$ cat src/rtl/rqd_pkg.sv
// Shared types and constants for the ready queue dispatcher.
// No dependencies; imported by rqd_front, rqd_back and the top level.
`timescale 1ns / 1ps
`default_nettype none

package rqd_pkg;

  localparam int unsigned QUEUE_DEPTH_DEF = 16;
  localparam int unsigned ID_BITS_DEF     = 16;
  localparam int unsigned PRIO_BITS_DEF   = 8;

  // depth of the request queue between front and back
  localparam int unsigned CMDQ_DEPTH = 2;

  localparam logic [1:0] POLICY_FIFO = 2'd0;
  localparam logic [1:0] POLICY_RR   = 2'd1;
  localparam logic [1:0] POLICY_PRIO = 2'd2;

  typedef enum logic [1:0] {
    OP_ENQ     = 2'd0,
    OP_DISP    = 2'd1,
    OP_REQUEUE = 2'd2,
    OP_RETIRE  = 2'd3
  } op_e;

  typedef enum logic [2:0] {
    STAT_OK    = 3'd0,
    STAT_EMPTY = 3'd1,
    STAT_FULL  = 3'd2,
    STAT_BUSY  = 3'd3,
    STAT_IDLE  = 3'd4
  } status_e;

  typedef enum logic [1:0] {
    BK_IDLE,
    BK_SCAN,
    BK_COMPACT
  } bk_state_e;

  // request handed from the front to the back
  typedef struct packed {
    logic valid;
    op_e  op;
  } cmd_hdr_t;

endpackage : rqd_pkg

`default_nettype wire

$ cat src/rtl/rqd_front.sv
// Front end: accepts requests, decodes the opcode and holds them in a short queue.
// Depends on rqd_pkg.
`timescale 1ns / 1ps
`default_nettype none

module rqd_front #(
  parameter int unsigned ID_BITS   = rqd_pkg::ID_BITS_DEF,
  parameter int unsigned PRIO_BITS = rqd_pkg::PRIO_BITS_DEF
) (
  input  wire logic                 clk_i,
  input  wire logic                 rst_ni,
  input  wire logic                 in_valid_i,
  output logic                      in_ready_o,
  input  wire logic [1:0]           opcode_i,
  input  wire logic [ID_BITS-1:0]   proc_id_i,
  input  wire logic [PRIO_BITS-1:0] proc_priority_i,
  output rqd_pkg::cmd_hdr_t         cmd_hdr_o,
  input  wire logic                 cmd_ready_i,
  output logic [ID_BITS-1:0]        cmd_id_o,
  output logic [PRIO_BITS-1:0]      cmd_prio_o
);
  import rqd_pkg::*;

  localparam int unsigned AW = (CMDQ_DEPTH > 1) ? $clog2(CMDQ_DEPTH) : 1;
  localparam int unsigned CW = $clog2(CMDQ_DEPTH + 1);

  op_e                 op_q   [CMDQ_DEPTH];
  logic [ID_BITS-1:0]  id_q   [CMDQ_DEPTH];
  logic [PRIO_BITS-1:0] prio_q [CMDQ_DEPTH];

  logic [AW-1:0] wr_ptr_q, wr_ptr_d;
  logic [AW-1:0] rd_ptr_q, rd_ptr_d;
  logic [CW-1:0] cnt_q, cnt_d;
  logic          push, pop;

  assign in_ready_o = (cnt_q != CW'(CMDQ_DEPTH));
  assign push       = in_valid_i && in_ready_o;
  assign pop        = cmd_hdr_o.valid && cmd_ready_i;

  assign cmd_hdr_o.valid = (cnt_q != '0);
  assign cmd_hdr_o.op    = op_q[rd_ptr_q];
  assign cmd_id_o        = id_q[rd_ptr_q];
  assign cmd_prio_o      = prio_q[rd_ptr_q];

  always_comb begin
    wr_ptr_d = wr_ptr_q;
    rd_ptr_d = rd_ptr_q;
    cnt_d    = cnt_q;
    if (push) begin
      wr_ptr_d = (wr_ptr_q == AW'(CMDQ_DEPTH - 1)) ? '0 : wr_ptr_q + AW'(1);
    end
    if (pop) begin
      rd_ptr_d = (rd_ptr_q == AW'(CMDQ_DEPTH - 1)) ? '0 : rd_ptr_q + AW'(1);
    end
    if (push && !pop) begin
      cnt_d = cnt_q + CW'(1);
    end else if (pop && !push) begin
      cnt_d = cnt_q - CW'(1);
    end
  end

  always_ff @(posedge clk_i or negedge rst_ni) begin
    if (!rst_ni) begin
      wr_ptr_q <= '0;
      rd_ptr_q <= '0;
      cnt_q    <= '0;
    end else begin
      wr_ptr_q <= wr_ptr_d;
      rd_ptr_q <= rd_ptr_d;
      cnt_q    <= cnt_d;
    end
  end

  // decode the opcode once on the way in
  always_ff @(posedge clk_i) begin
    if (push) begin
      op_q[wr_ptr_q]   <= op_e'(opcode_i);
      id_q[wr_ptr_q]   <= proc_id_i;
      prio_q[wr_ptr_q] <= proc_priority_i;
    end
  end

endmodule : rqd_front

`default_nettype wire

$ cat src/rtl/rqd_back.sv
// Back end: sequencer that carries out requests on the ready queue memory and running slot.
// Holds the policy register and the result register. Depends on rqd_pkg.
`timescale 1ns / 1ps
`default_nettype none

module rqd_back #(
  parameter int unsigned QUEUE_DEPTH = rqd_pkg::QUEUE_DEPTH_DEF,
  parameter int unsigned ID_BITS     = rqd_pkg::ID_BITS_DEF,
  parameter int unsigned PRIO_BITS   = rqd_pkg::PRIO_BITS_DEF
) (
  input  wire logic                 clk_i,
  input  wire logic                 rst_ni,
  input  wire logic                 cfg_we_i,
  input  wire logic [1:0]           cfg_wdata_i,
  input  wire rqd_pkg::cmd_hdr_t    cmd_hdr_i,
  output logic                      cmd_ready_o,
  input  wire logic [ID_BITS-1:0]   cmd_id_i,
  input  wire logic [PRIO_BITS-1:0] cmd_prio_i,
  output logic                      out_valid_o,
  input  wire logic                 out_ready_i,
  output logic [2:0]                status_o,
  output logic [ID_BITS-1:0]        chosen_id_o,
  output logic                      preempt_flag_o,
  output logic [ID_BITS-1:0]        preempt_id_o
);
  import rqd_pkg::*;

  localparam int unsigned IW = $clog2(QUEUE_DEPTH);
  localparam int unsigned CW = $clog2(QUEUE_DEPTH + 1);
  localparam int unsigned EW = ID_BITS + PRIO_BITS;

  logic [EW-1:0] mem [QUEUE_DEPTH];
  logic [EW-1:0] rd_data_q;
  logic          mem_we, mem_re;
  logic [IW-1:0] mem_waddr, mem_raddr;
  logic [EW-1:0] mem_wdata;

  bk_state_e state_q, state_d;
  op_e       op_q, op_d;
  logic [1:0] mode_q;

  logic [CW-1:0]        count_q, count_d;
  logic                 run_valid_q, run_valid_d;
  logic [ID_BITS-1:0]   run_id_q, run_id_d;
  logic [PRIO_BITS-1:0] run_prio_q, run_prio_d;

  logic [CW-1:0]        ptr_q, ptr_d;
  logic [CW-1:0]        end_q, end_d;
  logic                 rd_vld_q, rd_vld_d;
  logic [CW-1:0]        rd_idx_q, rd_idx_d;
  logic [ID_BITS-1:0]   best_id_q, best_id_d;
  logic [PRIO_BITS-1:0] best_prio_q, best_prio_d;
  logic [CW-1:0]        best_idx_q, best_idx_d;

  logic                 out_valid_q, out_valid_d;
  status_e              status_q, status_d;
  logic [ID_BITS-1:0]   chosen_q, chosen_d;
  logic                 pflag_q, pflag_d;
  logic [ID_BITS-1:0]   pid_q, pid_d;

  logic                 start, issue, full, prio_mode, preempt;
  logic [ID_BITS-1:0]   rd_id;
  logic [PRIO_BITS-1:0] rd_prio;

  assign rd_id     = rd_data_q[EW-1:PRIO_BITS];
  assign rd_prio   = rd_data_q[PRIO_BITS-1:0];
  assign full      = (count_q == CW'(QUEUE_DEPTH));
  assign prio_mode = (mode_q == POLICY_PRIO);
  assign preempt   = (run_prio_q > best_prio_q);

  // take a request only when the result register will be free
  assign start       = cmd_hdr_i.valid && (state_q == BK_IDLE) && (!out_valid_q || out_ready_i);
  assign cmd_ready_o = start;

  assign out_valid_o    = out_valid_q;
  assign status_o       = status_q;
  assign chosen_id_o    = chosen_q;
  assign preempt_flag_o = pflag_q;
  assign preempt_id_o   = pid_q;

  always_comb begin
    state_d     = state_q;
    op_d        = op_q;
    count_d     = count_q;
    run_valid_d = run_valid_q;
    run_id_d    = run_id_q;
    run_prio_d  = run_prio_q;
    ptr_d       = ptr_q;
    end_d       = end_q;
    rd_vld_d    = 1'b0;
    rd_idx_d    = rd_idx_q;
    best_id_d   = best_id_q;
    best_prio_d = best_prio_q;
    best_idx_d  = best_idx_q;
    out_valid_d = out_valid_q && !out_ready_i;
    status_d    = status_q;
    chosen_d    = chosen_q;
    pflag_d     = pflag_q;
    pid_d       = pid_q;
    mem_we      = 1'b0;
    mem_waddr   = count_q[IW-1:0];
    mem_wdata   = {cmd_id_i, cmd_prio_i};
    mem_re      = 1'b0;
    mem_raddr   = ptr_q[IW-1:0];
    issue       = 1'b0;

    case (state_q)
      BK_IDLE: begin
        if (start) begin
          out_valid_d = 1'b1;
          status_d    = STAT_OK;
          chosen_d    = '0;
          pflag_d     = 1'b0;
          pid_d       = '0;
          op_d        = cmd_hdr_i.op;
          case (cmd_hdr_i.op)
            OP_ENQ: begin
              if (full) begin
                status_d = STAT_FULL;
              end else begin
                mem_we  = 1'b1;
                count_d = count_q + CW'(1);
                if (prio_mode && run_valid_q) begin
                  // hold the result until the best entry is known
                  out_valid_d = 1'b0;
                  ptr_d       = '0;
                  end_d       = count_q + CW'(1);
                  state_d     = BK_SCAN;
                end
              end
            end
            OP_DISP: begin
              if (run_valid_q) begin
                status_d = STAT_BUSY;
              end else if (count_q == '0) begin
                status_d = STAT_EMPTY;
              end else begin
                out_valid_d = 1'b0;
                ptr_d       = '0;
                end_d       = prio_mode ? count_q : CW'(1);
                state_d     = BK_SCAN;
              end
            end
            OP_REQUEUE: begin
              if (!run_valid_q) begin
                status_d = STAT_IDLE;
              end else if (full) begin
                status_d = STAT_FULL;
              end else begin
                mem_we      = 1'b1;
                mem_wdata   = {run_id_q, run_prio_q};
                count_d     = count_q + CW'(1);
                run_valid_d = 1'b0;
                chosen_d    = run_id_q;
              end
            end
            default: begin
              if (!run_valid_q) begin
                status_d = STAT_IDLE;
              end else begin
                run_valid_d = 1'b0;
                chosen_d    = run_id_q;
              end
            end
          endcase
        end
      end

      BK_SCAN: begin
        issue     = (ptr_q < end_q);
        mem_re    = issue;
        rd_vld_d  = issue;
        rd_idx_d  = ptr_q;
        if (issue) begin
          ptr_d = ptr_q + CW'(1);
        end
        // earliest entry wins a tie
        if (rd_vld_q && ((rd_idx_q == '0) || (best_prio_q > rd_prio))) begin
          best_id_d   = rd_id;
          best_prio_d = rd_prio;
          best_idx_d  = rd_idx_q;
        end
        if (!issue && !rd_vld_q) begin
          if (op_q == OP_ENQ) begin
            out_valid_d = 1'b1;
            pflag_d     = preempt;
            pid_d       = preempt ? best_id_q : '0;
            state_d     = BK_IDLE;
          end else begin
            run_valid_d = 1'b1;
            run_id_d    = best_id_q;
            run_prio_d  = best_prio_q;
            ptr_d       = best_idx_q + CW'(1);
            state_d     = BK_COMPACT;
          end
        end
      end

      BK_COMPACT: begin
        // move each entry above the removed one down by one slot
        issue     = (ptr_q < count_q);
        mem_re    = issue;
        rd_vld_d  = issue;
        rd_idx_d  = ptr_q;
        if (issue) begin
          ptr_d = ptr_q + CW'(1);
        end
        if (rd_vld_q) begin
          mem_we    = 1'b1;
          mem_waddr = IW'(rd_idx_q - CW'(1));
          mem_wdata = rd_data_q;
        end
        if (!issue && !rd_vld_q) begin
          count_d     = count_q - CW'(1);
          out_valid_d = 1'b1;
          chosen_d    = run_id_q;
          state_d     = BK_IDLE;
        end
      end

      default: begin
        state_d = BK_IDLE;
      end
    endcase
  end

  always_ff @(posedge clk_i or negedge rst_ni) begin
    if (!rst_ni) begin
      state_q     <= BK_IDLE;
      mode_q      <= POLICY_FIFO;
      count_q     <= '0;
      run_valid_q <= 1'b0;
      run_id_q    <= '0;
      run_prio_q  <= '0;
      rd_vld_q    <= 1'b0;
      out_valid_q <= 1'b0;
    end else begin
      state_q     <= state_d;
      if (cfg_we_i) begin
        mode_q <= cfg_wdata_i;
      end
      count_q     <= count_d;
      run_valid_q <= run_valid_d;
      run_id_q    <= run_id_d;
      run_prio_q  <= run_prio_d;
      rd_vld_q    <= rd_vld_d;
      out_valid_q <= out_valid_d;
    end
  end

  always_ff @(posedge clk_i) begin
    op_q        <= op_d;
    ptr_q       <= ptr_d;
    end_q       <= end_d;
    rd_idx_q    <= rd_idx_d;
    best_id_q   <= best_id_d;
    best_prio_q <= best_prio_d;
    best_idx_q  <= best_idx_d;
    status_q    <= status_d;
    chosen_q    <= chosen_d;
    pflag_q     <= pflag_d;
    pid_q       <= pid_d;
  end

  always_ff @(posedge clk_i) begin
    if (mem_we) begin
      mem[mem_waddr] <= mem_wdata;
    end
    if (mem_re) begin
      rd_data_q <= mem[mem_raddr];
    end
  end

endmodule : rqd_back

`default_nettype wire

$ cat src/rtl/ready_queue_dispatcher_core.sv
// Top level of the ready queue dispatcher: request front end, request queue and back end.
// Depends on rqd_pkg, rqd_front and rqd_back.
//
//   port group    direction  handshake              payload
//   request       in         in_valid_i/in_ready_o  opcode_i, proc_id_i, proc_priority_i
//   result        out        out_valid_o/out_ready_i status_o, chosen_id_o,
//                                                   preempt_flag_o, preempt_id_o
//   policy reg    in         cfg_we_i               cfg_wdata_i
//
// A request waits in the front queue until the back sequencer takes it and runs it.
// Requeue, retire, fast-path cases and enqueue outside priority mode finish in BK_IDLE.
// Enqueue in priority mode with a process running scans all N queued entries, the new one
// included, one memory read per entry. Dispatch scans S entries (S = N in priority mode,
// else 1) and then compacts the entries above removed slot k (head is slot 0) down by one,
// one entry a cycle; nothing moves when the removed slot is the tail.
// Reset clears the counts and the running slot at once; queue memory needs no clearing.
// The front keeps taking requests while the back is busy or a result waits, until its queue is full.
`timescale 1ns / 1ps
`default_nettype none

module ready_queue_dispatcher_core #(
  parameter int unsigned QUEUE_DEPTH = rqd_pkg::QUEUE_DEPTH_DEF,
  parameter int unsigned ID_BITS     = rqd_pkg::ID_BITS_DEF,
  parameter int unsigned PRIO_BITS   = rqd_pkg::PRIO_BITS_DEF
) (
  input  wire logic                 clk_i,
  input  wire logic                 rst_ni,
  input  wire logic                 cfg_we_i,
  input  wire logic [1:0]           cfg_wdata_i,
  input  wire logic                 in_valid_i,
  output logic                      in_ready_o,
  input  wire logic [1:0]           opcode_i,
  input  wire logic [ID_BITS-1:0]   proc_id_i,
  input  wire logic [PRIO_BITS-1:0] proc_priority_i,
  output logic                      out_valid_o,
  input  wire logic                 out_ready_i,
  output logic [2:0]                status_o,
  output logic [ID_BITS-1:0]        chosen_id_o,
  output logic                      preempt_flag_o,
  output logic [ID_BITS-1:0]        preempt_id_o
);
  import rqd_pkg::*;

  cmd_hdr_t             cmd_hdr;
  logic                 cmd_ready;
  logic [ID_BITS-1:0]   cmd_id;
  logic [PRIO_BITS-1:0] cmd_prio;

  rqd_front #(
    .ID_BITS   (ID_BITS),
    .PRIO_BITS (PRIO_BITS)
  ) u_front (
    .clk_i           (clk_i),
    .rst_ni          (rst_ni),
    .in_valid_i      (in_valid_i),
    .in_ready_o      (in_ready_o),
    .opcode_i        (opcode_i),
    .proc_id_i       (proc_id_i),
    .proc_priority_i (proc_priority_i),
    .cmd_hdr_o       (cmd_hdr),
    .cmd_ready_i     (cmd_ready),
    .cmd_id_o        (cmd_id),
    .cmd_prio_o      (cmd_prio)
  );

  rqd_back #(
    .QUEUE_DEPTH (QUEUE_DEPTH),
    .ID_BITS     (ID_BITS),
    .PRIO_BITS   (PRIO_BITS)
  ) u_back (
    .clk_i          (clk_i),
    .rst_ni         (rst_ni),
    .cfg_we_i       (cfg_we_i),
    .cfg_wdata_i    (cfg_wdata_i),
    .cmd_hdr_i      (cmd_hdr),
    .cmd_ready_o    (cmd_ready),
    .cmd_id_i       (cmd_id),
    .cmd_prio_i     (cmd_prio),
    .out_valid_o    (out_valid_o),
    .out_ready_i    (out_ready_i),
    .status_o       (status_o),
    .chosen_id_o    (chosen_id_o),
    .preempt_flag_o (preempt_flag_o),
    .preempt_id_o   (preempt_id_o)
  );

  // the back starts a request only when the result register is free or draining
  a_start_slot_free: assert property (@(posedge clk_i) disable iff (!rst_ni)
    (cmd_hdr.valid && cmd_ready) |-> (!out_valid_o || out_ready_i))
    else $error("request started while a result was stuck");

  // a failed request never names a process
  a_fail_no_id: assert property (@(posedge clk_i) disable iff (!rst_ni)
    (out_valid_o && (status_o != STAT_OK)) |-> ((chosen_id_o == '0) && !preempt_flag_o))
    else $error("failed request carries an id or preemption");

  // preemption only comes from an enqueue, which names no chosen process
  a_preempt_enq: assert property (@(posedge clk_i) disable iff (!rst_ni)
    (out_valid_o && preempt_flag_o) |-> (chosen_id_o == '0))
    else $error("preemption together with a chosen id");

  a_no_preempt_id: assert property (@(posedge clk_i) disable iff (!rst_ni)
    (out_valid_o && !preempt_flag_o) |-> (preempt_id_o == '0))
    else $error("preempt id without preemption");

endmodule : ready_queue_dispatcher_core

`default_nettype wire
$ cat config.mk
export PLATFORM = sky130hd
export DESIGN_NAME = ready_queue_dispatcher_core
export DESIGN_NICKNAME = d
export VERILOG_FILES = /design/src/rtl/rqd_pkg.sv /design/src/rtl/rqd_front.sv /design/src/rtl/rqd_back.sv /design/src/rtl/ready_queue_dispatcher_core.sv
export SDC_FILE = /design/constraint.sdc
export NUM_CORES = 1
export LEC_CHECK = 0
export ABC_CLOCK_PERIOD_IN_PS = 5800
export BUFFER_PORTS_ARGS = -buffer_cell sky130_fd_sc_hd__buf_4
export CORE_MARGIN = 2
export CORE_UTILIZATION = 45
export DETAILED_ROUTE_END_ITERATION = 10
export PLACE_DENSITY = 0.6
export SLEW_MARGIN = 25
export SYNTH_ARGS = -nofsm -noshare
export SYNTH_HDL_FRONTEND = slang
export SYNTH_SLANG_ARGS = --single-unit
$ cat constraint.sdc
create_clock -name clk_i -period 5.8 [get_ports clk_i]
set_input_delay 0.29 -clock clk_i [delete_from_list [all_inputs] [get_ports clk_i]]
set_output_delay 0.29 -clock clk_i [all_outputs]
set_load 0.005 [all_outputs]
==> flow_summary.yaml, run 1 <==
logic_synthesis:
  yosysTopAreaCell: "edfxtp_1"
  synth_ff_type: "edfxtp_1"
  ys_warn_count: 0
  postSynthAreaPerCell_um2: 19.34
  ys_ff_latch: 582
  syn_nets: 1281
  synthTopCellsByArea: "edfxtp_1, mux4_2, dfrtp_1, ha_1, mux2_2"
  synthArstFlopShare_pct: 6.873
  syn_area_mm2: 0.02342
  syn-instance-count: 1211
  synth_edf_count: 542
  ys_seq_area_share_pct: 73.78
  synth.distinct_cells: 69
  synth_top_area_share_pct: 69.51
global_routing:
  grt_pass1_vias: 11710
  track_usage_pct: 18.18
  grt_remaining_overflow: 0
  grt_max_degree: 102
  grt_pass1_wl_um: 73240
  antenna_found_initial: 0
worst_hold_path:
  hold_path_class: "input pin to flop"
  hold_start: "in_valid_i"
  hold_end: "u_front.wr_ptr_q"
  holdPathStages: 3
clocking:
  worstSkewPairLatency_ns: 0.60
  postCtsSetupBuffers: 0
  cts_max_level: 2
  cts_tree: "yes"
  clockBufferDepth: 3
  clk_root_buffer_cell: "clkbuf_16"
  cts.sinks: 582
  cts_made_buffers: 57
  path_clk_slew_ns: 0.06
detailed_routing:
  drt_iter0_markers: 1144
  wirelength_um: 47520
  drtPass1Iterations: 5
  via_count: 11550
  wl_met3_um: 3463
  post_drt_wl_per_cell_um: 22.90
  drc: 0
  top_layer: "met4"
  wl_met1_um: 22560
  routed-wl-met2_um: 20670
  ant_nets: 0
  vias_per_cell: 5.568
power_and_ir_drop:
  cellLeakagePower_uw: 0.009084
  swShare_pct: 31.49
  p_sw_uw: 4633
  peakVddDrop_mv: 0.4257
  power_frac_seq_pct: 43.8
  power.internal_uw: 10080
  clockPowerShare_pct: 25.3
  power_density_mw_per_mm2: 542.6
  combPwrFrac_pct: 30.9
finish:
  syn2layout_area_growth_pct: 15.80
  fill_cells: 4053
  multi_input_area_mm2: 0.005868
  drive_gt1_share_pct: 26.74
  final_common_cell: "edfxtp_1"
  n_antenna_cell: 0
  fin_nets: 1416
  final-seq-area_mm2: 0.01728
  final_cell_mix: "edfxtp_1, mux4_2, buf_4"
sta:
  setup_ws_ns: 1.908
  finalCriticalPeriod_ns: 3.892
  worstMarginPinSlew_ns: 1.011
  rsz0062_at_grt: "no"
  tns_ns: 0
  setup_viol: 0
  fin_skew_ns: 0.02125
  hold_viol: 0
  finalMaxSlewViolations: 0
  fin_crit_sh_pct: 67.10
  slew_headroom_pct: 32.29
  fmax_ghz: 0.2569
placement:
  gp_congestion: 0.7965
  port_buffers: 70
  pre_cts_ws_ns: 1.930
  dp_hpwl_um: 30830
floorplan:
  ios: 71
  dieHeight_um: 232.1
  rows: 83
  die_width_um: 232.1
  die-area_mm2: 0.05388
  design.core.area_mm2: 0.05141
  start_util_pct: 45.55
setup_path:
  r2r-start: "u_back.state_q[0]"
  cp.required_ns: 6.02
  worstSetupStartpointType: "flop"
  r2r_end: "u_back.mem[3][16]"
  path_class: "flop to flop"
  reg2reg_depth: 9
  end_kind: "flop"
  worst_ep_arrival_time_ns: 4.11
  crit_path_max_fanout: 24
  r2r_slack_ns: 1.91
run_status:
  status: "finished clean"
job:
  drv_cap: 0
-- layer usage --
layer  up-vias  global-route usage, %
met3        72                  3.598
li1       5148                      -
met2       386                  25.97
met1      5947                  28.60
met4         0                  4.607
met5         -                      0
-- how the worst max path moves through the flow --
| stage | cells after the start | start | end |
|---|---|---|---|
| 6_report | 9 | u_back.state_q[0] | u_back.mem[3][16] |
| 3_3_place_gp | 9 | u_back.state_q[0] | u_back.mem[1][11] |
| 3_5_place_dp | 9 | u_back.state_q[0] | u_back.mem[1][10] |
| 5_1_grt | 9 | u_back.state_q[1] | u_back.mem[3][10] |
| 2_1_floorplan | 10 | u_back.state_q[0] | u_back.mem[1][0] |
| 4_1_cts | 9 | u_back.state_q[0] | u_back.mem[1][13] |
-- worst max-delay path, cell delays in order (launching register included) --
cell and delay [ns]:
dfrtp_1 0.41, inv_1 0.12, ha_1 0.37, o21ai_1 0.14, nor2_1 0.41, inv_2 0.21, or3_1 0.50, o22ai_1 0.28
nand2_1 0.30, nor2_4 0.73
-- Yosys cell counts, drive strengths merged (4+ instances only) --
library cell / count
nand4: 4
nor2b: 33
a22oi: 10
nand3: 8
nand2b: 6
a21o: 17
o32ai: 4
mux2: 27
nor3: 7
ha: 37
clkbuf: 25
edfxtp: 542
a221oi: 15
o22ai: 4
a31oi: 6
xnor2: 12
and2: 21
xor2: 5
dfrtp: 40
nand2: 40
and2b: 4
inv: 40
o21ai: 32
a21oi: 32
nor2: 38
mux4: 120
buf: 29
mux2i: 15
-- power by group through the flow --
stage / logic [uW] / clock network [uW] / registers [uW]
floorplan: 2950 / 0 / 6390
global placement: 4470 / 0 / 6510
detailed placement: 4550 / 0 / 6530
CTS: 4580 / 3810 / 6440
global route: 4970 / 3970 / 6520
finish: 4540 / 3730 / 6440
-- registers in the layout (all words and copies together), names as in the netlist, 16 cells and up --
name,count
u_back.rd_data_q,24
u_back.best_id_q,16
u_front.prio_q,16
u_back.chosen_id_o,16
u_back.mem,384
u_back.preempt_id_o,16
u_front.id_q,32
u_back.run_id_q,16
-- area by class of cell --
class / instances / area share [%]
sequential: 582 / 63.72
clock buffer: 78 / 5.819
inverter: 40 / 0.5722
clock inverter: 30 / 1.181
tap: 680 / 3.138
multi-input combinational: 535 / 21.64
timing repair buffer: 130 / 3.931
-- cell families after synthesis --
| logic type | Yosys count | synth area share, % |
|---|---|---|
| fa+ha+maj | 37 | 1.977 |
| flops | 582 | 73.78 |
| simple gates | 177 | 4.034 |
| mux | 162 | 13.60 |
| xor+xnor | 17 | 0.6358 |
| compound gates | 142 | 4.179 |
| buf+inv | 94 | 1.790 |
-- stage by stage --
| stage | std cells | total power (uW) | util, % | area [um2] | hold WS [ns] |
|---|---|---|---|---|---|
| finish | 2075 | 14710 | 52.75 | 27120 | 0.04123 |
| global route | 2075 | 15470 | 52.75 | 27120 | 0.03946 |
| CTS | 2075 | 14840 | 52.73 | 27100 | 0.0009321 |
| detailed placement | 1936 | 11070 | 48.43 | 24900 | 0.3211 |
| global placement | 1935 | 10980 | 48.42 | 24890 | 0.3220 |
| floorplan | 1211 | 9340 | - | 23420 | -0.005591 |
-- repair_timing --
item | CTS | global route
endpoints found under the setup margin | 0 | 0
resized for setup | 0 | 0
endpoints found under the hold margin | 94 | 0
hold buffers | 31 | 0
Power figures use the tool's default switching activity.
==> inputs of run 2 (changes only) <==
- ABC_CLOCK_PERIOD_IN_PS: 5800 -> 3500
- PLACE_DENSITY: 0.6 -> 0.62
- clock period: 5.8 -> 3.5 ns (I/O delays scaled with it)
==> flow_summary.yaml, run 2 (synthesized netlist as in run 1, its figures left out) <==
setup_path:
  r2r_slack_ns: 0.47
  path_depth: 10
  path_cells: "inv_1 -> ha_1 -> o21ai_1 -> nor2_1 -> inv_2 -> or3_1 -> o31ai_2 -> nand2_1 -> nor2_4 -> buf_4"
  worstSetupStartpointType: "flop"
  cp.required_ns: 3.76
  path_class: "flop to flop"
  worst_ep_arrival_time_ns: 3.29
  critPathSlowestCell: "or3_1"
  r2r-start: "u_back.state_q[1]"
  worst-path-buf-inv: 3
  crit_path_max_incr_delay_ns: 0.51
  end_kind: "flop"
  crit_path_start: "u_back.state_q[1]"
  critical_path.endpoint: "u_back.mem[1][20]"
  crit_path_max_fanout: 24
  critPathTopFamily: "simple AND/OR/NAND/NOR gates"
  r2r_end: "u_back.mem[1][20]"
  reg2reg_depth: 10
finish:
  drive_gt1_share_pct: 28.92
  fin_nets: 1457
  final_cell_mix: "edfxtp_1, buf_4, mux4_2"
  final_common_cell: "edfxtp_1"
  largest_reg_flops: 384
  regMostFlops: "u_back.mem"
  top_regs: "u_back.mem: 384 flops, u_front.id_q: 32 flops, u_back.rd_data_q: 24 flops"
  syn2layout_area_growth_pct: 17.27
  n_antenna_cell: 0
floorplan:
  start_util_pct: 45.55
  dieHeight_um: 232.1
  die-area_mm2: 0.05388
  die_width_um: 232.1
  ios: 71
  design.core.area_mm2: 0.05141
  rows: 83
clocking:
  ctsResizeCount: 0
  cts_tree: "yes"
  postCtsSetupBuffers: 0
  worstSkewPairLatency_ns: 0.63
  cts.sinks: 582
  path_clk_slew_ns: 0.06
  ctsHoldBuffers: 33
  clockBufferDepth: 3
  cts_made_buffers: 58
  clk_root_buffer_cell: "clkbuf_16"
  cts_max_level: 2
detailed_routing:
  drtPass1Iterations: 5
  via_count: 11840
  vias_per_cell: 5.600
  wirelength_um: 50320
  drc: 0
  post_drt_wl_per_cell_um: 23.79
  ant_nets: 0
  drt_iter0_markers: 1104
global_routing:
  track_usage_pct: 19.13
  grt_pass1_wl_um: 75680
  grt_max_degree: 101
  grt_pass1_vias: 11910
  antenna_found_initial: 1
  grt_remaining_overflow: 0
sta:
  finalMaxSlewViolations: 0
  hold_viol: 0
  fmax_ghz: 0.3296
  fin_skew_ns: 0.02519
  rsz0062_at_grt: "no"
  slew_headroom_pct: 29.29
  worstMarginPinSlew_ns: 1.056
  tns_ns: 0
  setup_viol: 0
  fin_crit_sh_pct: 86.70
  finalCriticalPeriod_ns: 3.034
  fin_hold_ws_ns: 0.09630
power_and_ir_drop:
  power_density_mw_per_mm2: 885.9
  peakVddDrop_mv: 0.5171
  cellLeakagePower_uw: 0.009292
  power_uw: 24330
job:
  drv_cap: 0
worst_hold_path:
  hold_path_class: "input pin to asynchronous set/reset pin"
run_status:
  status: "finished clean"
placement:
  dp_hpwl_um: 31220
  port_buffers: 70
  gp_congestion: 0.8193
[run 2: changes by cell type in the layout (fill, tap and decap cells not counted), sizes merged]
cell         before  now
clkbuf           78   72
buf              99  137
dlygate4sd3      31   33
clkinv           22   28
clkinvlp          0    3
bufinv            7    4
[run 2: through the flow]
step	util [%]	setup slack, ns	cells	cell area [um2]
floorplan	-	-0.04346	1211	23420
global placement	49.13	0.4669	1974	25260
detailed placement	49.14	0.4677	1974	25260
CTS	53.42	0.4394	2115	27460
global route	53.42	0.3136	2115	27460
finish	53.42	0.4656	2115	27460
[run 2: routing by layer]
layer,part of all wire [%],vias to the layer above,track usage [%]
met5,0,-,0
met4,1.9,0,5.168
met3,6.4,68,3.315
met2,48,378,30.62
met1,44,6175,27.32
li1,-,5222,-
[run 2: worst min-delay path by stage]
stage / to / cells after the start / startpoint
detailed placement: u_front.cnt_q[0] / 1 / rst_ni
finish: u_front.cnt_q[1] / 2 / rst_ni
CTS: u_front.cnt_q[1] / 2 / rst_ni
floorplan: u_back.count_q[0] / 0 / rst_ni
global route: u_front.cnt_q[1] / 2 / rst_ni
global placement: u_front.cnt_q[1] / 1 / rst_ni
[run 2: cell type report]
class,count,area (um2)
fill,3971,23950
sequential,582,17280
multi-input combinational,535,5863
clock buffer,72,1545
timing repair buffer,170,1446
tap,680,850.8
clock inverter,36,321.6
inverter,40,155.1
[run 2: power by group]
part | switching (uW) | total, uW | internal (uW) | leakage, uW
registers | 690 | 10700 | 10000 | 0.00543
clock network | 2600 | 6040 | 3440 | 0.000920
logic | 4420 | 7570 | 3140 | 0.00294
==> inputs of run 3 (changes only) <==
- ABC_CLOCK_PERIOD_IN_PS: 3500 -> 3300
- GPL_TIMING_DRIVEN: not set -> 0
- PLACE_DENSITY: 0.62 -> 0.6
- clock period: 3.5 -> 3.3 ns (I/O delays scaled with it)
==> flow_summary.yaml, run 3 (synthesized netlist as in run 1, its figures left out) <==
run_status:
  status: "finished clean"
detailed_routing:
  drt_iter0_markers: 1146
  post_drt_wl_per_cell_um: 24.64
  drc: 0
  ant_nets: 0
  vias_per_cell: 5.609
  via_count: 11990
  wirelength_um: 52680
  drtPass1Iterations: 5
floorplan:
  ios: 71
  start_util_pct: 45.55
  die_width_um: 232.1
  die-area_mm2: 0.05388
  design.core.area_mm2: 0.05141
  rows: 83
  dieHeight_um: 232.1
global_routing:
  grt_pass1_wl_um: 78180
  grt_pass1_vias: 12100
  antenna_found_initial: 2
  grt_remaining_overflow: 0
  track_usage_pct: 20.01
  grt_max_degree: 41
placement:
  dp_hpwl_um: 36430
  port_buffers: 70
  gp_congestion: 0.8165
clocking:
  clockBufferDepth: 3
  worstSkewPairLatency_ns: 0.63
  cts_max_level: 2
  cts_made_buffers: 57
  path_clk_slew_ns: 0.06
  clk_root_buffer_cell: "clkbuf_16"
  cts_tree: "yes"
  cts.sinks: 582
finish:
  syn2layout_area_growth_pct: 19.77
  largest_reg_flops: 384
  regMostFlops: "u_back.mem"
  top_regs: "u_back.mem: 384 flops, u_front.id_q: 32 flops, u_back.rd_data_q: 24 flops"
  fin_nets: 1481
  final_cell_mix: "edfxtp_1, mux4_2, buf_4"
  final_common_cell: "edfxtp_1"
  drive_gt1_share_pct: 28.88
  n_antenna_cell: 0
sta:
  finalCriticalPeriod_ns: 3.180
  fmax_ghz: 0.3145
  hold_viol: 0
  fin_crit_sh_pct: 96.36
  fin_skew_ns: 0.02565
  worstMarginPinSlew_ns: 1.040
  slew_headroom_pct: 30.64
  setup_viol: 0
  fin_hold_ws_ns: 0.09692
  rsz0062_at_grt: "yes"
  finalMaxSlewViolations: 0
setup_path:
  r2r_slack_ns: 0.12
  critPathSlowestCell: "edfxtp_1"
  crit_path_max_fanout: 19
  cp.required_ns: 3.66
  path_cells: "clkbuf_1 -> buf_2 -> buf_2 -> mux4_2 -> mux4_2"
  end_kind: "flop"
  worst_ep_arrival_time_ns: 3.54
  crit_path_max_incr_delay_ns: 0.60
  worstSetupStartpointType: "flop"
  path_class: "flop to flop"
power_and_ir_drop:
  peakVddDrop_mv: 0.4908
  power_uw: 26080
  power_density_mw_per_mm2: 930.1
  cellLeakagePower_uw: 0.009441
worst_hold_path:
  hold_path_class: "input pin to asynchronous set/reset pin"
job:
  drv_cap: 0
==> run 3: cell count changes in the layout (fill, tap and decap cells not counted), sizes merged <==
cell,change
buf,-1
clkinvlp,-2
clkinv,+1
clkbuf,+25
inv,-1
bufinv,+1
==> run 3: final cells by class <==
class | count | area [um2]
Fill cell | 3928 | 23360
Sequential cell | 582 | 17280
Multi-Input combinational cell | 535 | 5957
Timing Repair Buffer | 142 | 1694
Clock buffer | 71 | 1510
Tap cell | 680 | 850.8
Clock inverter | 35 | 340.3
Buffer | 53 | 261.5
Inverter | 40 | 155.1
==> run 3: layer usage <==
| metal | vias to the layer above | share of wire [%] | GRT usage [%] |
|---|---|---|---|
| li1 | 5294 | - | - |
| met1 | 6225 | 43 | 27.72 |
| met2 | 380 | 49 | 33.07 |
| met3 | 92 | 5.5 | 3.180 |
| met4 | 0 | 2.5 | 5.569 |
| met5 | - | 0 | 0 |
==> run 3: path summary, 6_finish.rpt <==
kind / from / to / cells after the start
setup reg to reg: u_back.ptr_q[1] / u_back.rd_data_q[18] / 5
max in group asynchronous: rst_ni / u_back.run_prio_q[7] / 2
setup / recovery: u_back.ptr_q[1] / u_back.rd_data_q[18] / 5
hold reg to reg: u_back.rd_data_q[18] / u_back.best_id_q[10] / 0
hold / removal: rst_ni / u_back.mode_q[0] / 2
min in group clk_i: proc_id_i[5] / u_front.id_q[0][5] / 2
==> run 3: metrics by stage <==
stage | worst slack, ns | std cells | utilization, % | TNS [ns] | cell area, um2
global route | -0.01015 | 2138 | 54.56 | -0.1406 | 28050
CTS | 0.01687 | 2138 | 54.50 | 0 | 28010
global placement | -1.937 | 1961 | 48.26 | -705.73 | 24810
detailed placement | -0.4860 | 1984 | 49.59 | -163.36 | 25490
finish | 0.1201 | 2138 | 54.56 | 0 | 28050
floorplan | -0.2435 | 1211 | - | -54.65 | 23430
==> run 3: power by group <==
group | leakage, uW | switching (uW) | internal, uW
Combinational | 0.00311 | 5040 | 3370
Sequential | 0.00543 | 647 | 10600
Clock | 0.000898 | 2740 | 3640
Total | 0.00944 | 8430 | 17700
==> run 3: worst max-delay path, delay by kind of cell (launching register included) <==
kind,cells,cell delay (ns)
multiplexers,2,0.95
buffers and inverters,3,1.36
flip-flops,1,0.60
==> run 3: repair_timing <==
| action | CTS | global route |
|---|---|---|
| hold endpoints to repair | 96 | 0 |
| pin swaps | 16 | 1 |
| hold buffers | 33 | 0 |
| endpoints found under the setup margin | 540 | 437 |
| gates resized for setup | 10 | 9 |
| setup buffers | 16 | 0 |
